==> config.mk <==
export PLATFORM = sky130hd
export DESIGN_NAME = sabc_ram
export DESIGN_NICKNAME = d
export VERILOG_FILES = /design/src/hw/rtl/sabc_ram.sv
export SDC_FILE = /design/constraint.sdc
export NUM_CORES = 1
export LEC_CHECK = 0
export BUFFER_PORTS_ARGS = -buffer_cell sky130_fd_sc_hd__buf_2
export CORE_MARGIN = 2
export CORE_UTILIZATION = 51
export CTS_CLUSTER_SIZE = 40
export DETAILED_ROUTE_END_ITERATION = 8
export GPL_ROUTABILITY_DRIVEN = 0
export HOLD_SLACK_MARGIN = 0.06
export PLACE_DENSITY = 0.71
export REMOVE_ABC_BUFFERS = 1
export SYNTH_ARGS = -nofsm -noshare
export SYNTH_HDL_FRONTEND = slang
export SYNTH_SLANG_ARGS = --single-unit
==> constraint.sdc <==
create_clock -name clock -period 3.12 [get_ports clock]
set_clock_uncertainty 0.05 [all_clocks]
set_input_delay 0 -clock clock [delete_from_list [all_inputs] [get_ports clock]]
set_output_delay 0 -clock clock [all_outputs]
set_load 0.02 [all_outputs]
==> src/hw/rtl/sabc_ram.sv <==
// generic single-port ram with registered read
`timescale 1ns / 1ps
module sabc_ram #(
   parameter int WIDTH = 8,
   parameter int DEPTH = 16
) (
   input logic clock,
   input logic wr_en,
   input logic [$clog2(DEPTH)-1:0] addr,
   input logic [WIDTH-1:0] wr_data,
   output logic [WIDTH-1:0] rd_data
);
   logic [WIDTH-1:0] mem_ff [DEPTH];

   // write and registered read
   always_ff @(posedge clock) begin
      if (wr_en) mem_ff[addr] <= wr_data;
      rd_data <= mem_ff[addr];
   end
endmodule

==> results.md, run 1 <==
* RSZ-0062 raised after global routing: false
* Core ar. at slightly below 10,000 µm²
* Die area at approximately 11,000 µm²
* Worst Max-Slew Pin Slew at approximately 1.3 ns
* Gr usage total at between 10% and 20%
* Final WL at 8960 µm
* Share of cells above drive strength 1 at about a third
* Startpoint types: input port
* Data arrival time of the worst path at approximately 1.9 ns
* Mapped Area at about 5100 µm²
* Antenna Cells at 0
* Cts repair resizes at 0
* FFs w/ async S/R, synth at 0%
* Final cell count without fillers at ~420
* Fin crit share at between 50% and 60%
* Reg area at 4000 µm²
* DR iter-0 viols at about 170
* Library cell with the highest instance count after synthesis: edfxtp_1
* Slew margin rel. at approximately 15%
* Status: finished clean
* Worst-Skew Late Latency at 0.52 ns
* Clock sinks at 136
* Crit Path Category: input port to flop
* Worst-path fanout max at 8
* Post-route minimum period at 1.85 ns
* Gr ovfl total at 0
* Max Slew Vio Count at 0
* Seq/Total Area, Yosys at 79.0%
* Avg Inst Size Synth at about 22 µm²
* Syn Inst Count at between 200 and 250
* Die height at 104 µm
* First-pass GRT wire length at about 14,000 µm
* Max Cap Violations at 0
* Clk root buf: clkbuf_8
* Hold wc startpoint: addr[2]
* Bufs on Longest Clock Path at 2
* Power per cell area at 710 nW/µm²
* Starting density of the core at approximately 52%
* Final Hold Fails at 0
* #FFs+latches synth at 136
* Cell row count at 36
* Element type at the critical path end: flop
* Die X at ~100 µm
* Req. time, crit path at about 3.2 ns
* NumNets Final at a little under 300
* Placed cells at between 300 and 400
* Antenna violations before repair at 0
* Number of global-route vias before repair at between 2,000 and 3,000
* Lkg Pwr at roughly 0.002 µW
* Buf/Inv on CP at 2
* Critical Path Source: addr[3]
* Critical-path top delay cell: nor3_1
* Main synth FF type: edfxtp_1
* Remaining DRCs at 0
* Synth warnings at 0
* Layout fillers at slightly below 700
* Multi-input gate area at about 1000 µm²
* DR WL/cell at 21.1 µm
* RR Startpoint: mem_ff[3][7]
* Post-layout util at a little over 60%
* Post-route antenna net violation count at 0
* Final Setup Violations at 0
* Setup TNS at 0 ns
* Post-synth top area cell: edfxtp_1
* Maximum number of pins on one net before global-route repair at 40
* Post-synth top cells: edfxtp_1, mux4_2, a22oi_1
* H-Tree Depth at 4
* Num CTS Buffers at 17
* Via count at around 2,400
* Worst path max stage delay at 0.99 ns
* Worst min path class: input port to flop
* IO Pins at 22
* IO Port Bufs at 21
* Max Clk Rate at between 0.5 and 0.6 GHz
* Peak supply drop at 0.000291 V
* Number of vias per cell at ~5.6
* Area contributors post-synth: edfxtp_1, mux4_2, dfxtp_1, a22oi_1, nor2_1
* Top-area cell type share of the netlist area at about 76%
* Area grow syn2layout at 19.8%
* Post-synth EDFFs at about 130
* Drt pass-1 iters at 4
* CTS tree: done
* Cell variety after synth at 18
* Crit path cell chain: dlygate4sd3_1 -> buf_2 -> nand3b_1 -> nor3_1
* DP Wirelength at 5550 µm
* CP top delay family: simple AND/OR/NAND/NOR gates
* Clock slew at reported path FFs at approximately 0.06 ns
## per-layer routing
layer | vias up | GRT usage [%] | part of all wire, %
met3 | 10 | 4.34 | 4.1
met1 | 1237 | 24.4 | 42
li1 | 1056 | - | -
met2 | 62 | 29.7 | 53
met5 | - | 0 | 0
met4 | 0 | 7.82 | 1.1
## area by class of cell
cell class / count / share of cell area (%)
clock buffer: 18 / 7.05
multi-input combinational: 83 / 16.5
tap: 133 / 2.74
clock inverter: 14 / 3.28
timing repair buffer: 40 / 4.45
sequential: 136 / 66.0
## stage by stage
step / hold WS, ns / area, µm² / setup WS [ns] / total power (µW)
after floorplan: 0.0489 / 5010 / 1.58 / 2190
after global placement: 0.328 / 5350 / 0.981 / 2280
after detailed placement: 0.350 / 5350 / 0.940 / 2290
after CTS: 0.0612 / 6070 / 1.17 / 4350
after global routing: 0.119 / 6070 / 1.12 / 4440
final: 0.0956 / 6070 / 1.27 / 4310
## flip-flops by register name (all words and copies together), names as in the netlist
name     flops
rd_data      8
mem_ff     128
## power breakdown
part	internal [µW]	switching (µW)
clock	1320	732
combinational	83.4	117
sequential	2040	11.0
total	3450	860
## layout by cell type, fill, tap and decap left out
master and instances:
clkbuf_16 16, and2_1 1, nor2b_1 2, clkinv_4 4, edfxtp_1 128, buf_4 10
inv_8 1, a22oi_1 16, clkbuf_8 2, dlygate4sd3_1 9, clkinv_2 2, buf_2 21
dfxtp_1 8, nor2_1 13, nand2_1 9, nand3b_1 2, nand3_1 1, or3b_2 1
nand2b_1 2, clkinvlp_4 3, nor3_1 4, mux4_2 32, bufinv_16 4
## cells by family (layout without fill, tap and decap cells)
| group | after synthesis | count (layout) | share of synthesized area [%] |
|---|---|---|---|
| AOI/OAI and AO/OA | 16 | 16 | 2.37 |
| DFF | 136 | 136 | 79.0 |
| buffers and inverters | 11 | 72 | 1.19 |
| muxes | 32 | 32 | 14.2 |
| and+or+nand+nor | 35 | 35 | 3.21 |
## final timing paths
kind / to / slack, ns / cells after the start
worst min-delay path: rd_data[3] / 0.1 / 4
worst min register to register: rd_data[5] / 0.62 / 3
worst max-delay path: mem_ff[4][3] / 1.27 / 4
worst max register to register: rd_data[7] / 1.72 / 3
## tightest hold or removal path, delay by kind of cell
kind / cells / cell delay, ns
simple gates: 2 / 0.24
buf+inv: 1 / 0.17
compound gates: 1 / 0.20
## repair_timing
action,CTS,global route
setup endpoints to repair,0,0
hold endpoints to repair,129,0
hold buffers,9,0
buffers inserted,0,0
Note: power is estimated with default switching activity, not from simulation.
==> inputs of run 2 (changes only) <==
ABC_AREA = 1   (was not set)
PLACE_DENSITY = 0.73   (was 0.71)
clock period = 1.6 ns   (was 3.12 ns; I/O delays follow)
==> results.md, run 2 <==
* Bufs on Longest Clock Path at 2 (unchanged)
* Power per cell area at 1280 nW/µm² (+80%)
* Top-area cell type share of the netlist area at 68.7% (-7.1 points)
* Lkg Pwr at 0.00292 µW (+46%)
* Cell variety after synth at 11 (-7)
* Crit-path most repeated cell: nand2_1
* Syn Inst Count at 548 (+140%)
* RR Endpoint: rd_data[3]
* Buf/Inv on CP at 2 (unchanged)
* Placed cells at 714 (+86%)
* Peak supply drop at 0.000945 V (+230%)
* Final cell count without fillers at 761 (+79%)
* RSZ-0062 raised after global routing: false
* DR iter-0 viols at 288 (+72%)
* Startpoint types: flop
* Max FFs per register at 128 (unchanged)
* Synth warnings at 0 (unchanged)
* Num CTS Buffers at 17 (unchanged)
* Post-route minimum period at roughly 1.5 ns
* Crit path cell chain: nand2_1 -> nand2_1 -> nand2_1 -> nand2_1 -> nand2_1 -> dlygate4sd3_1 -> nand2_1 -> inv_1 -> nand2_1
* Final WL at 12,300 µm (+37%)
* Remaining DRCs at 0 (unchanged)
* Cells on worst reg2reg path at 9 (+6)
* Cell row count at 38 (+5.6%)
* Cts repair resizes at 0 (unchanged)
* Internal reg-to-reg setup slack at 0.11 ns (-1.61 ns)
* Number of vias per cell at 5.02 (-10%)
* Post-synth top area cell: edfxtp_1
* Max Clk Rate at around 0.67 GHz
* Post-route antenna net violation count at 0 (unchanged)
* CTS tree: done
* Die area at 11,800 µm² (+10%)
* Hold path depth at 9 (+5)
* Slew margin rel. at 71.0% (+56 points)
* Area contributors post-synth: edfxtp_1, nand2_1, dfxtp_1, inv_1, nor2_1
* CP top delay family: buffers and inverters
* Element type at the critical path end: flop
* Max Cap Violations at 0 (unchanged)
* Die height at 109 µm (+4.9%)
* Share of cells above drive strength 1 at 12.6% (-20 points)
* First-pass GRT wire length at 19,100 µm (+34%)
* Worst-path fanout max at 1 (-7)
* Post-synth EDFFs at 128 (unchanged)
* Gr usage total at 23.1% (+4.7 points)
* Req. time, crit path at 1.98 ns (-1.22 ns)
* Worst path max stage delay at 0.54 ns (-0.45 ns)
* Core ar. at 10,800 µm² (+11%)
* Data arrival time of the worst path at 1.88 ns (-0.05 ns)
* Critical-path top delay cell: dlygate4sd3_1
* Antenna violations before repair at 0 (unchanged)
* Clock sinks at 136 (unchanged)
* Largest registers: mem_ff x128, rd_data x8
* Most common cell after layout, fill and taps aside: nand2_1
* Most flop-heavy register: mem_ff
* Post-synth top cells: nand2_1, edfxtp_1, inv_1
* Worst min path class: input port to flop
* Final Setup Violations at 0 (unchanged)
* Hold wc startpoint: addr[1]
* Starting density of the core at 51.8% (-0.26 points)
* Worst path depth at 9 (+5)
* IO Port Bufs at 21 (unchanged)
* Max Slew Vio Count at 0 (unchanged)
* Commonest non-fill, non-tap cells in the layout: nand2_1, edfxtp_1, buf_4
* Power Total at 8570 µW (+99%)
* Gr ovfl total at 0 (unchanged)
* Avg Inst Size Synth at 10.2 µm² (-54%)
* NumNets Final at 622 (+110%)
* Via count at 3,818 (+61%)
* FFs w/ async S/R, synth at 0% (unchanged)
* Die X at 109 µm (+4.9%)
* Worst-Skew Late Latency at 0.54 ns (+0.02 ns)
* Clk root buf: clkbuf_8
* WHS Endpoint: rd_data[0]
* RR Startpoint: mem_ff[7][3]
* IO Pins at 22 (unchanged)
* Status: finished clean
* Clock slew at reported path FFs at 0.06 ns (about the same)
* Post-layout util at 62.2% (-0.17 points)
* #FFs+latches synth at 136 (unchanged)
* Number of global-route vias before repair at 3,708 (+48%)
* Area grow syn2layout at 20.1%
* Drt pass-1 iters at 5 (+1)
* DR WL/cell at 16.2 µm (-24%)
* Crit Path Category: flop to flop
* Seq/Total Area, Yosys at 71.6% (-7.4 points)
* Post-CTS repair timing setup buffer count at 0 (unchanged)
* DP Wirelength at 7590 µm (+37%)
* Main synth FF type: edfxtp_1
* Cts hold-fix bufs at 15 (+6)
* Antenna Cells at 0 (unchanged)
* H-Tree Depth at 4 (unchanged)
* Library cell with the highest instance count after synthesis: nand2_1
* Mapped Area at 5590 µm² (+10%)
* Maximum number of pins on one net before global-route repair at 33 (-18%)
* Final Hold Fails at 0 (unchanged)
* Fin crit share at between 90% and 100%
* Layout fillers at 828 (+22%)
* Worst Max-Slew Pin Slew at 0.435 ns (-0.829 ns)
[run 2: tightest hold or removal path: cells and delay by family]
family        cells  cell delay (ns)
buf+inv           4             0.43
simple gates      5             0.24
[run 2: how the worst max path moves through the flow]
| stage | slack [ns] | startpoint | to |
|---|---|---|---|
| final | 0.11 | mem_ff[7][3] | rd_data[3] |
| after global routing | 0.02 | mem_ff[6][3] | rd_data[3] |
| after CTS | 0.11 | mem_ff[7][3] | rd_data[3] |
| after detailed placement | 0.33 | addr[1] | mem_ff[5][2] |
| after global placement | 0.35 | addr[1] | mem_ff[14][7] |
| after floorplan | -0.01 | addr[0] | mem_ff[6][0] |
[run 2: final cells by class]
class | instances | area (µm²) | area share [%]
well taps | 140 | 175 | 2.61
multi-input cells | 368 | 1390 | 20.6
inverters | 23 | 86.3 | 1.29
clock inverters | 14 | 196 | 2.92
repair buffers | 62 | 450 | 6.71
clock buffers | 18 | 418 | 6.22
flip-flops and latches | 136 | 4000 | 59.6
[run 2: where the power goes]
group          internal [µW]  leakage, µW  switching, µW
combinational            162      0.00140            373
clock                   2540     0.000294           1480
sequential              3980      0.00122           28.9
total                   6690      0.00292           1890
[run 2: metal layers]
| metal | vias up | share of wire (%) | track usage [%] |
|---|---|---|---|
| li1 | 1873 | - | - |
| met1 | 1795 | 44 | 30.5 |
| met3 | 22 | 7.3 | 6.99 |
| met4 | 0 | 1.8 | 8.61 |
| met5 | - | 0 | 0 |
| met2 | 128 | 47 | 36.3 |
[run 2: kinds of logic (layout without fill, tap and decap cells)]
group | count (synthesis) | in the layout | share of synthesized area [%]
AND/OR/NAND/NOR | 368 | 368 | 24.8
flip-flops | 136 | 136 | 71.6
buffers and inverters | 44 | 117 | 3.62
[run 2: stage by stage]
stage	setup slack, ns	instance area, µm²	hold slack [ns]	setup TNS [ns]
finish	0.108	6720	0.135	0
detailed placement	0.330	5950	0.367	0
global route	0.0239	6720	0.195	0
floorplan	-0.0148	5480	0.0489	-0.233
CTS	0.114	6720	0.111	0
global placement	0.351	5950	0.366	0
